===== src/rtl/core/ffha_pkg.sv =====
// Shared types and constants for the first-fit heap allocator core.
// Holds the block table entry format, operation and status codes.
// No dependencies.
`timescale 1ns / 1ps
`default_nettype none

package ffha_pkg;

	localparam int HEAP_BYTES   = 1024;
	localparam int HEADER_BYTES = 24;
	localparam int MAX_BLOCKS   = 64;

	localparam int IDX_W = 6;   // table index
	localparam int CNT_W = 7;   // block count, holds MAX_BLOCKS itself
	localparam int SZ_W  = 11;  // payload size
	localparam int OFF_W = 12;  // byte offset with headroom past the heap end
	localparam int REQ_W = 10;
	localparam int ADR_W = 10;

	localparam logic [SZ_W-1:0]  HDR_SZ   = SZ_W'(HEADER_BYTES);
	localparam logic [OFF_W-1:0] HDR_OFF  = OFF_W'(HEADER_BYTES);
	localparam logic [SZ_W-1:0]  HEAP_SZ  = SZ_W'(HEAP_BYTES - HEADER_BYTES);
	localparam logic [CNT_W-1:0] MAX_CNT  = CNT_W'(MAX_BLOCKS);

	typedef enum logic [1:0] {
		OP_ALLOC   = 2'd0,
		OP_FREE    = 2'd1,
		OP_REALLOC = 2'd2,
		OP_STATS   = 2'd3
	} op_t;

	typedef enum logic [1:0] {
		ST_OK      = 2'd0,
		ST_NOFIT   = 2'd1,
		ST_BADADDR = 2'd2
	} status_t;

	typedef struct packed {
		logic            is_free;
		logic [SZ_W-1:0] size;
	} ent_t;

	localparam ent_t RESET_ENT = '{is_free: 1'b1, size: HEAP_SZ};

	typedef struct packed {
		logic             en;
		logic [IDX_W-1:0] addr;
		ent_t             data;
	} wr_t;

endpackage

`default_nettype wire


===== src/rtl/core/first_fit_heap_allocator_core.sv =====
// First-fit heap allocator core: request decode, table walk sequencer, result register.
// Depends on ffha_pkg and ffha_table.
//
//  channel | dir | tuser              | tdata (lowest bit first)
//  s_*     | in  | [1:0] operation    | [9:0] request_size, [19:10] data_address, pad to 24
//  m_*     | out | [1:0] status       | [9:0] result_address, [20:10] used_bytes,
//          |     |                    | [31:21] free_bytes, [42:32] max_free,
//          |     |                    | [49:43] block_total, [56:50] free_block_count, pad 64
//
// Table reads are registered, so each entry visited takes a read state and a check state.
// Allocate scans entries, and on a split moves entries up and writes both halves.
// Free scans entries, frees the block, and on a merge moves entries down. Stats visits
// every block. The core passes back through idle before the next request is taken.
// Worst case is a reallocate. No clearing pass after reset.
// A finished result waits in the output register; a new request is taken meanwhile.
`timescale 1ns / 1ps
`default_nettype none

module first_fit_heap_allocator_core
	import ffha_pkg::*;
(
	input  wire logic        clk,
	input  wire logic        arst_n,
	input  wire logic        s_tvalid,
	output logic             s_tready,
	input  wire logic [23:0] s_tdata,   // request_size, data_address
	input  wire logic [1:0]  s_tuser,   // operation
	output logic             m_tvalid,
	input  wire logic        m_tready,
	output logic [63:0]      m_tdata,   // result_address, used, free, largest, total, nfree
	output logic [1:0]       m_tuser    // status
);

	typedef enum logic [15:0] {
		S_IDLE  = 16'h0001,
		S_ARD   = 16'h0002,
		S_ACHK  = 16'h0004,
		S_INSRD = 16'h0008,
		S_INSWR = 16'h0010,
		S_SPHI  = 16'h0020,
		S_SPLO  = 16'h0040,
		S_FRD   = 16'h0080,
		S_FCHK  = 16'h0100,
		S_RRD   = 16'h0200,
		S_RCHK  = 16'h0400,
		S_DELRD = 16'h0800,
		S_DELWR = 16'h1000,
		S_SRD   = 16'h2000,
		S_SCHK  = 16'h4000,
		S_DONE  = 16'h8000
	} state_t;

	state_t           state_q, state_d;
	op_t              op_q, op_d;
	logic [REQ_W-1:0] req_q, req_d;
	logic [ADR_W-1:0] addr_q, addr_d;
	logic [IDX_W-1:0] idx_q, idx_d;
	logic [IDX_W-1:0] j_q, j_d;
	logic [OFF_W-1:0] off_q, off_d;
	logic [SZ_W-1:0]  sz_q, sz_d;
	logic [CNT_W-1:0] cnt_q, cnt_d;
	logic [ADR_W-1:0] nres_q, nres_d;
	logic             second_q, second_d;
	status_t          status_q, status_d;
	logic [ADR_W-1:0] res_q, res_d;
	logic [SZ_W-1:0]  used_q, used_d;
	logic [SZ_W-1:0]  fre_q, fre_d;
	logic [SZ_W-1:0]  lrg_q, lrg_d;
	logic [CNT_W-1:0] tot_q, tot_d;
	logic [CNT_W-1:0] nfr_q, nfr_d;

	logic             ovld_q;
	logic [63:0]      odata_q;
	logic [1:0]       ouser_q;
	logic             out_load;

	wr_t              wr;
	logic [IDX_W-1:0] raddr;
	ent_t             rdata;

	logic [CNT_W-1:0] idx_p1;
	logic [CNT_W-1:0] idx_p2;
	logic [CNT_W-1:0] j_p1;
	logic             last;
	logic [OFF_W-1:0] off_next;
	logic [OFF_W-1:0] split_min;

	ffha_table u_table (
		.clk    (clk),
		.arst_n (arst_n),
		.wr     (wr),
		.raddr  (raddr),
		.rdata  (rdata)
	);

	assign idx_p1    = {1'b0, idx_q} + CNT_W'(1);
	assign idx_p2    = {1'b0, idx_q} + CNT_W'(2);
	assign j_p1      = {1'b0, j_q} + CNT_W'(1);
	assign last      = (idx_p1 >= cnt_q);
	assign off_next  = off_q + HDR_OFF + {1'b0, rdata.size};
	assign split_min = {2'b00, req_q} + HDR_OFF + OFF_W'(1);

	assign s_tready = (state_q == S_IDLE);
	assign out_load = (state_q == S_DONE) && (!ovld_q || m_tready);

	always_comb begin
		state_d  = state_q;
		op_d     = op_q;
		req_d    = req_q;
		addr_d   = addr_q;
		idx_d    = idx_q;
		j_d      = j_q;
		off_d    = off_q;
		sz_d     = sz_q;
		cnt_d    = cnt_q;
		nres_d   = nres_q;
		second_d = second_q;
		status_d = status_q;
		res_d    = res_q;
		used_d   = used_q;
		fre_d    = fre_q;
		lrg_d    = lrg_q;
		tot_d    = tot_q;
		nfr_d    = nfr_q;
		wr       = '0;
		raddr    = idx_q;

		case (state_q)
			S_IDLE: begin
				if (s_tvalid) begin
					op_d     = op_t'(s_tuser);
					req_d    = s_tdata[9:0];
					addr_d   = s_tdata[19:10];
					idx_d    = '0;
					off_d    = HDR_OFF;
					second_d = 1'b0;
					status_d = ST_OK;
					res_d    = '0;
					used_d   = '0;
					fre_d    = '0;
					lrg_d    = '0;
					tot_d    = '0;
					nfr_d    = '0;
					case (op_t'(s_tuser))
						OP_ALLOC:   state_d = S_ARD;
						OP_FREE:    state_d = (s_tdata[19:10] == '0) ? S_DONE : S_FRD;
						OP_REALLOC: state_d = (s_tdata[19:10] == '0) ? S_ARD : S_FRD;
						default:    state_d = S_SRD;
					endcase
				end
			end
			S_ARD: begin
				state_d = S_ACHK;
			end
			S_ACHK: begin
				if (rdata.is_free && rdata.size >= {1'b0, req_q}) begin
					sz_d = rdata.size;
					if ({1'b0, rdata.size} >= split_min && cnt_q < MAX_CNT) begin
						if (idx_p1 < cnt_q) begin
							j_d     = IDX_W'(cnt_q - CNT_W'(1));
							state_d = S_INSRD;
						end else begin
							state_d = S_SPHI;
						end
					end else begin
						// hand out the whole block
						wr.en   = 1'b1;
						wr.addr = idx_q;
						wr.data = '{is_free: 1'b0, size: rdata.size};
						if (op_q == OP_REALLOC && addr_q != '0) begin
							nres_d   = off_q[ADR_W-1:0];
							second_d = 1'b1;
							idx_d    = '0;
							off_d    = HDR_OFF;
							state_d  = S_FRD;
						end else begin
							res_d   = off_q[ADR_W-1:0];
							state_d = S_DONE;
						end
					end
				end else if (last) begin
					status_d = ST_NOFIT;
					state_d  = S_DONE;
				end else begin
					idx_d   = IDX_W'(idx_p1);
					off_d   = off_next;
					state_d = S_ARD;
				end
			end
			S_INSRD: begin
				raddr   = j_q;
				state_d = S_INSWR;
			end
			S_INSWR: begin
				// move entry up one slot to open a hole after the split block
				wr.en   = 1'b1;
				wr.addr = IDX_W'(j_p1);
				wr.data = rdata;
				if (j_q == IDX_W'(idx_p1)) begin
					state_d = S_SPHI;
				end else begin
					j_d     = j_q - IDX_W'(1);
					state_d = S_INSRD;
				end
			end
			S_SPHI: begin
				wr.en   = 1'b1;
				wr.addr = IDX_W'(idx_p1);
				wr.data = '{is_free: 1'b1, size: sz_q - {1'b0, req_q} - HDR_SZ};
				state_d = S_SPLO;
			end
			S_SPLO: begin
				wr.en   = 1'b1;
				wr.addr = idx_q;
				wr.data = '{is_free: 1'b0, size: {1'b0, req_q}};
				cnt_d   = cnt_q + CNT_W'(1);
				if (op_q == OP_REALLOC && addr_q != '0) begin
					nres_d   = off_q[ADR_W-1:0];
					second_d = 1'b1;
					idx_d    = '0;
					off_d    = HDR_OFF;
					state_d  = S_FRD;
				end else begin
					res_d   = off_q[ADR_W-1:0];
					state_d = S_DONE;
				end
			end
			S_FRD: begin
				state_d = S_FCHK;
			end
			S_FCHK: begin
				if (off_q == {2'b00, addr_q} && !rdata.is_free) begin
					sz_d = rdata.size;
					if (op_q == OP_REALLOC && !second_q) begin
						if (rdata.size >= {1'b0, req_q}) begin
							res_d   = addr_q;
							state_d = S_DONE;
						end else begin
							idx_d   = '0;
							off_d   = HDR_OFF;
							state_d = S_ARD;
						end
					end else begin
						state_d = S_RRD;
					end
				end else if (last) begin
					status_d = ST_BADADDR;
					state_d  = S_DONE;
				end else begin
					idx_d   = IDX_W'(idx_p1);
					off_d   = off_next;
					state_d = S_FRD;
				end
			end
			S_RRD: begin
				raddr   = IDX_W'(idx_p1);
				state_d = S_RCHK;
			end
			S_RCHK: begin
				wr.en   = 1'b1;
				wr.addr = idx_q;
				if (idx_p1 < cnt_q && rdata.is_free) begin
					// merge with the next block, then close the gap
					wr.data = '{is_free: 1'b1, size: sz_q + HDR_SZ + rdata.size};
					if (idx_p2 < cnt_q) begin
						j_d     = IDX_W'(idx_p2);
						state_d = S_DELRD;
					end else begin
						cnt_d   = cnt_q - CNT_W'(1);
						res_d   = second_q ? nres_q : '0;
						state_d = S_DONE;
					end
				end else begin
					wr.data = '{is_free: 1'b1, size: sz_q};
					res_d   = second_q ? nres_q : '0;
					state_d = S_DONE;
				end
			end
			S_DELRD: begin
				raddr   = j_q;
				state_d = S_DELWR;
			end
			S_DELWR: begin
				wr.en   = 1'b1;
				wr.addr = j_q - IDX_W'(1);
				wr.data = rdata;
				if (j_p1 < cnt_q) begin
					j_d     = IDX_W'(j_p1);
					state_d = S_DELRD;
				end else begin
					cnt_d   = cnt_q - CNT_W'(1);
					res_d   = second_q ? nres_q : '0;
					state_d = S_DONE;
				end
			end
			S_SRD: begin
				state_d = S_SCHK;
			end
			S_SCHK: begin
				tot_d = tot_q + CNT_W'(1);
				if (rdata.is_free) begin
					nfr_d = nfr_q + CNT_W'(1);
					fre_d = fre_q + rdata.size;
					if (rdata.size > lrg_q) begin
						lrg_d = rdata.size;
					end
				end else begin
					used_d = used_q + rdata.size;
				end
				if (last) begin
					state_d = S_DONE;
				end else begin
					idx_d   = IDX_W'(idx_p1);
					state_d = S_SRD;
				end
			end
			S_DONE: begin
				if (out_load) begin
					state_d = S_IDLE;
				end
			end
			default: begin
				state_d = S_IDLE;
			end
		endcase
	end

	always_ff @(posedge clk or negedge arst_n) begin
		if (!arst_n) begin
			state_q <= S_IDLE;
			cnt_q   <= CNT_W'(1);
			ovld_q  <= 1'b0;
		end else begin
			state_q <= state_d;
			cnt_q   <= cnt_d;
			if (out_load) begin
				ovld_q <= 1'b1;
			end else if (m_tready) begin
				ovld_q <= 1'b0;
			end
		end
	end

	always_ff @(posedge clk) begin
		op_q     <= op_d;
		req_q    <= req_d;
		addr_q   <= addr_d;
		idx_q    <= idx_d;
		j_q      <= j_d;
		off_q    <= off_d;
		sz_q     <= sz_d;
		nres_q   <= nres_d;
		second_q <= second_d;
		status_q <= status_d;
		res_q    <= res_d;
		used_q   <= used_d;
		fre_q    <= fre_d;
		lrg_q    <= lrg_d;
		tot_q    <= tot_d;
		nfr_q    <= nfr_d;
		if (out_load) begin
			odata_q <= {7'b0, nfr_q, tot_q, lrg_q, fre_q, used_q, res_q};
			ouser_q <= status_q;
		end
	end

	assign m_tvalid = ovld_q;
	assign m_tdata  = odata_q;
	assign m_tuser  = ouser_q;

endmodule

`default_nettype wire


===== src/rtl/core/ffha_table.sv =====
// Block table memory: one write port, one read port, registered read.
// Entry zero reads as the whole free heap until first written after reset.
// Depends on ffha_pkg.
`timescale 1ns / 1ps
`default_nettype none

module ffha_table
	import ffha_pkg::*;
(
	input  wire logic             clk,
	input  wire logic             arst_n,
	input  wire wr_t              wr,
	input  wire logic [IDX_W-1:0] raddr,
	output ent_t                  rdata
);

	ent_t tbl_q [MAX_BLOCKS];
	ent_t rd_q;
	logic init_q;
	logic rd_init_q;

	always_ff @(posedge clk) begin
		if (wr.en) begin
			tbl_q[wr.addr] <= wr.data;
		end
		rd_q <= tbl_q[raddr];
	end

	always_ff @(posedge clk or negedge arst_n) begin
		if (!arst_n) begin
			init_q    <= 1'b1;
			rd_init_q <= 1'b0;
		end else begin
			rd_init_q <= init_q && (raddr == '0);
			if (wr.en && wr.addr == '0) begin
				init_q <= 1'b0;
			end
		end
	end

	assign rdata = rd_init_q ? RESET_ENT : rd_q;

endmodule

`default_nettype wire

===== config.mk =====
export PLATFORM = sky130hd
export DESIGN_NAME = first_fit_heap_allocator_core
export DESIGN_NICKNAME = d
export VERILOG_FILES = /design/src/rtl/core/ffha_pkg.sv /design/src/rtl/core/first_fit_heap_allocator_core.sv /design/src/rtl/core/ffha_table.sv
export SDC_FILE = /design/constraint.sdc
export NUM_CORES = 2
export LEC_CHECK = 0
export BUFFER_PORTS_ARGS = -buffer_cell sky130_fd_sc_hd__clkbuf_2
export CAP_MARGIN = 20
export CORE_MARGIN = 2
export CORE_UTILIZATION = 65
export CTS_BUF_LIST = sky130_fd_sc_hd__clkbuf_8
export CTS_CLUSTER_SIZE = 20
export DETAILED_ROUTE_END_ITERATION = 12
export PLACE_DENSITY = 0.85
export SETUP_SLACK_MARGIN = 0.3
export SLEW_MARGIN = 20
export SYNTH_ARGS = -nofsm -noshare
export SYNTH_HDL_FRONTEND = slang
export SYNTH_SLANG_ARGS = --single-unit

===== constraint.sdc =====
create_clock -name clk -period 8 [get_ports clk]
set_clock_uncertainty 0.1 [all_clocks]
set_input_delay 0.8 -clock clk [delete_from_list [all_inputs] [get_ports clk]]
set_output_delay 0.8 -clock clk [all_outputs]
set_load 0.1 [all_outputs]

After elaboration in Yosys (flattened, before gate mapping)
Memory sizes are Yosys's and may differ from the RTL's. A register that Yosys moved wholly into a read port is not among the register bits.
Index checks and enable logic that the tools add are counted.
{ "word_totals": {"ram_bits": 768, "in_bits": 30, "register_bits": 212, "elab_cells": 244, "out_inout_bits": 68, "mem_count": 1} }
{ "mem_list": {"columns": ["memory", "words", "word_bits", "rd", "rd_clocked_by_memory_dff", "write_ports", "line", "rtl"], "rows": [
  ["u_table.tbl_q", 64, 12, 1, 1, 1, "ffha_table.sv:17", "ent_t tbl_q [MAX_BLOCKS];"]
]} }
{ "op_classes": {"reduce_logical": 45, "n_eq_ne": 47, "n_lt_le_gt_ge": 8, "mux": 102, "add_sub_neg": 18} }
{ "ops": {"columns": ["cell", "count"], "rows": [
  ["16-bit case mux with 16 select lines", 1],
  ["16-bit 2-to-1 mux", 15],
  ["10-bit 2-to-1 mux", 14],
  ["19-bit case mux with 6 select lines", 1],
  ["12-bit 2-to-1 mux", 9],
  ["6-bit 2-to-1 mux", 17],
  ["11-bit 2-to-1 mux", 8],
  ["11-bit case mux with 2 select lines", 4],
  ["10-bit case mux with 6 select lines", 1],
  ["12-bit case mux with 4 select lines", 1],
  ["16-bit case mux with 3 select lines", 1],
  ["2-bit != test (second input constant)", 22],
  ["19-bit 2-to-1 mux", 2],
  ["7-bit 2-to-1 mux", 5],
  ["11-bit adder", 3],
  ["6-bit case mux with 5 select lines", 1],
  ["7-bit case mux with 2 select lines", 2],
  ["6-bit case mux with 4 select lines", 1],
  ["7-bit by 1-bit adder with 7-bit output (second input constant)", 3],
  ["7-bit < comparator", 3],
  ["7-bit case mux with 3 select lines", 1],
  ["10-bit case mux with 2 select lines", 1],
  ["16-bit by 1-bit == test with 1-bit output (second input constant)", 1],
  ["16-bit by 10-bit == test with 1-bit output (second input constant)", 1],
  ["61 further kinds", 102]
]} }

Logic depth before layout (Yosys ltp)
{ "logic_depth": {"word_depth": 9, "ltp_mapped": 18, "ltp_nobuf": 16} }

By module
Synthesis repeated with hierarchy kept, for this count alone.
{ "hier_totals": {"hier_cells": 2582, "area_unflattened_um2": 43210.2} }
{ "modules_own_cells": {"columns": ["mod", "area_per_inst_um2", "seq_area_each_um2", "cells_each", "n_inst"], "rows": [
  ["ffha_table", 29853.6, 23353.6, 1352, 1],
  ["first_fit_heap_allocator_core", 13356.6, 6188.4, 1230, 1]
]} }

Worst setup path after synthesis
Ideal clock, no wire load.
{ "synth_path": {"path_kind": "reg2reg", "from": "register idx_q[2]", "to": "memory u_table.tbl_q[0][8] in the netlist's numbering (data pin)", "n_path_buf": 3, "t_required_ns": 7.198, "setup_slack_ns": 1.733, "path_stages_with_launch": 15, "setup_time_ns": 0.702, "synth_period_minus_slack_ns": 6.267, "arrival_time_ns": 5.465, "path_cell_list": "edfxtp_1 > clkbuf_1 > nand3_1 > xor2_1 > inv_1 > ha_1 > a21o_1 > a21o_1 > a211oi_1 > nand2_1 > clkbuf_1 > clkbuf_1 > nor2_1 > a21oi_1 > o21ai_0"} }
{ "synth_rtl": {"columns": ["element", "line", "rtl"], "rows": [
  ["from (decl)", "first_fit_heap_allocator_core.sv:57", "logic [IDX_W-1:0] idx_q, idx_d;"],
  ["from (signal assigned)", "first_fit_heap_allocator_core.sv:348", "idx_q <= idx_d;"],
  ["to (decl)", "ffha_table.sv:17", null]
]} }

==> metrics.md <==
| Metric | Value |
|---|---|
| Rel. slew slack | between 20% and 30% |
| Inst Count DP | between 4k and 5k |
| Synth warnings | 0 |
| Family with the most delay on the worst path | simple AND/OR/NAND/NOR gates |
| Reg power frac | between 40% and 50% |
| Design Area, Final | approximately 48000 sq um |
| Crit. End Element | flip-flop |
| Seq/Total Area, Yosys | around 67% |
| Post-CTS Hold Buffers | 1 |
| Clk_lat worst skew | between 0.8 and 0.9 ns |
| Max Cap Violations | 0 |
| Worst endpoint required time | 8.35 ns |
| Most used flip-flop cell after synthesis | edfxtp_1 |
| # port buffers | 86 |
| Clock sink total | roughly 990 |
| Critical Path Max Stage Delay | 1.23 ns |
| Post-Syn Area per Cell | 12.6 sq um |
| Largest net degree at the start of global routing | ~190 |
| Worst setup path class | reg2reg |
| Worst Path Arrival | between 6 and 7 ns |
| Worst slew pin tran | ~1.2 ns |
| Die area | approximately 70000 sq um |
| Critical Path Fanout Max | 13 |
| Vias in the first global route | 28.9k |
| Critical path, cell by cell | nand2b_1, inv_1, ha_1, nor2b_1, o21ai_0, a21oi_1, o31a_1, o211ai_1, a21oi_1, nor4_1, o22ai_1, nand4_1, nor2_1 |
| Total gr overflow | 0 |
| P_sw | between 5 and 6 mW |
| Maximum VDD drop | 0.307 mV |
| Die width | between 200 and 300 um |
| H-tree levels | 4 |
| Cts bufs inserted | roughly 150 |
| Routed WL per cell | roughly 23 um |
| Clk buf depth | 3 |
| Endpoints failing setup | 0 |
| I/O pin count | around 100 |
| Via count | between 20k and 30k |
| Synth Register Bits | 992 |
| RePlAce Congestion | about 0.95 |
| Final wirelength | approximately 110000 um |
| CTS tree | done |
| Fin. max-slew vios | 0 |
| R2R cell count | 13 |
| CP max-delay cell | nor2_1 |
| Net count, final | around 3.8k |
| Hold Path Cell Cnt | 1 |
| DRT antenna net count | 0 |
| Core area | 67300 sq um |
| Power Internal | ~10 mW |
| DR pass1 iterations | 9 |
| Clock power share | 25.4% |
| Min Tclk post-route | between 5 and 6 ns |
| Share of layout cells above drive strength 1 | 10.2% |
| First-pass GRT wire length | about 160000 um |
| RR Startpoint | u_table.rd_init_q |
| Crit path launch type | flip-flop |
| Post-synth top area share | around 65% |
| Ys async rst share | approximately 2.6% |
| CP most frequent cell | a21oi_1 |
| # DRC | 0 |
| Routed vias/inst | 6.45 |
| RSZ-0062 raised after global routing | no |
| CP Launch Point | u_table.rd_init_q |
| Most common cell after layout, fill and taps aside | edfxtp_1 |
| HPWL after DPL | between 60000 and 70000 um |
| Mapped Cells | 3513 |
| Die Ht | ~270 um |
| Pre-CTS WS | between 2 and 2.5 ns |
| Final hold vios | 0 |
| Final worst setup slack | a little over 2 ns |
| Root Buffer | clkbuf_8 |
| Post-DP Area | between 40000 and 50000 sq um |
| HP Start | s_tdata[13] |
| Commonest non-fill, non-tap cells in the layout | edfxtp_1, nand2_1, nand3_1 |
| Largest area contributor in the netlist | edfxtp_1 |
| Netlist cell types | between 70 and 80 |
| WP buf/inv | 1 |
| Status | finished, final reports clean |
| Top post-synthesis cells by area | edfxtp_1, nand2_1, ha_1, nand3_1, mux2i_1 |
| Setup Fix Bufs, Post-CTS | 0 |
| Hold WC Path Type | in2reg |
| Site Rows | 95 |
| PostCTS Resize Cnt | 0 |
| Number of synthesized flops with an enable pin | 954 |
| Area growth, synth to finish | 9.32% |
| Synthesized area | about 44000 sq um |
| Fmax | roughly 0.17 GHz |
| LEAKAGE | 18.7 nW |
| Setup TNS | 0 ns |
| Pwr Density | between 300 and 400 nW/um^2 |
| Critical Path Stages | 13 |
| Initial antenna violation count | 1 |
| GRT Total Usage | between 30% and 40% |
| Fin cells | 4606 |
| Period utilization | roughly three quarters |
| 1st-iter DRT viols | ~4.5k |
| Logic pwr share | roughly 34% |
| Sw Ratio | 37.8% |
| Clk slew on worst S/H paths | roughly 0.06 ns |
| Initial Util | around two thirds |
==> per-layer routing <==
| layer | GRT usage (%) | wire, um | vias to the layer above |
|---|---|---|---|
| met1 | 39.7 | 39000 | 14200 |
| met4 | 15.5 | 5250 | 0 |
| li1 | - | - | 13200 |
| met3 | 6.83 | 12200 | 373 |
| met5 | 0 | 0 | - |
| met2 | 48.2 | 50200 | 1949 |
==> registers in the layout, summed over array words and instances, names as in the netlist, 10 cells and up <==
signal and cells:
req_q 10, lrg_q 11, state_q 16, sz_q 11, res_q 10, nres_q 10
u_table.tbl_q 768, used_q 11, addr_q 10, u_table.rd_q 12, off_q 12, m_tdata 57
fre_q 11
==> final timing paths <==
kind                                        endpoint  slack, ns
worst max-delay path            u_table.tbl_q[49][4]       2.07
worst min-delay path                       addr_q[3]       0.07
worst max register to register  u_table.tbl_q[49][4]       2.07
worst min register to register            m_tdata[0]       0.32
max in group asynchronous          u_table.rd_init_q       6.82
min in group asynchronous                   cnt_q[4]       0.48
==> worst reg2reg max path, stage by stage (launching register included) <==
cell	delay (ns)
dfrtp_1	0.53
nand2b_1	0.42
inv_1	0.31
ha_1	0.38
nor2b_1	0.13
o21ai_0	0.08
a21oi_1	0.19
o31a_1	0.20
o211ai_1	0.14
a21oi_1	0.40
nor4_1	0.09
o22ai_1	0.41
nand4_1	0.96
nor2_1	1.23
==> through the flow <==
stage / util, % / power [mW] / hold WS [ns]
after floorplan: - / 10.1 / 0.300
after global placement: 67.6 / 11.4 / 0.305
final: 72.0 / 15.6 / 0.0693
after CTS: 71.9 / 15.5 / 0.0109
after global routing: 72.0 / 16.3 / 0.0383
after detailed placement: 67.7 / 11.6 / 0.306
==> Yosys cell counts, drive strengths merged, types with 16 or more instances <==
| library cell | number |
|---|---|
| a311oi | 37 |
| a221oi | 21 |
| nand2 | 687 |
| nand3b | 17 |
| a31oi | 54 |
| edfxtp | 954 |
| nor4 | 18 |
| a21oi | 67 |
| nand3 | 235 |
| ha | 140 |
| a222oi | 20 |
| and3 | 106 |
| o21ai | 82 |
| nand2b | 29 |
| inv | 131 |
| dfrtp | 23 |
| nor2b | 18 |
| buf | 95 |
| nor3 | 31 |
| nor2 | 188 |
| xnor2 | 66 |
| a211oi | 29 |
| clkbuf | 97 |
| a21o | 16 |
| xor2 | 28 |
| mux2i | 85 |
==> cell type report <==
type	count	area [sq um]
multi-input combinational	2201	13600
sequential	992	29500
tap	873	1090
timing repair buffer	129	817
clock buffer	157	2160
fill	4236	18800
clock inverter	119	696
inverter	134	504
antenna	1	2.50
==> cells by family (layout without fill, tap and decap cells) <==
group | after synthesis | in the layout | synth area share (%)
AOI/OAI and AO/OA | 472 | 472 | 7.74
adders and majority gates | 145 | 145 | 4.18
other | 1 | 8 | 0.00846
buffers and inverters | 326 | 539 | 3.21
muxes | 98 | 98 | 2.25
DFF | 992 | 992 | 66.7
and+or+nand+nor | 1385 | 1385 | 14.1
xor gates and xnor gates | 94 | 94 | 1.86
==> power groups by stage <==
| stage | clock, mW | sequential [mW] | combinational (mW) |
|---|---|---|---|
| floorplan | 0 | 6.31 | 3.78 |
| CTS | 4.01 | 6.30 | 5.21 |
| global placement | 0 | 6.39 | 4.99 |
| global route | 4.21 | 6.34 | 5.77 |
| detailed placement | 0 | 6.41 | 5.16 |
| finish | 3.98 | 6.31 | 5.35 |
Note: power is estimated with default switching activity, not from simulation.
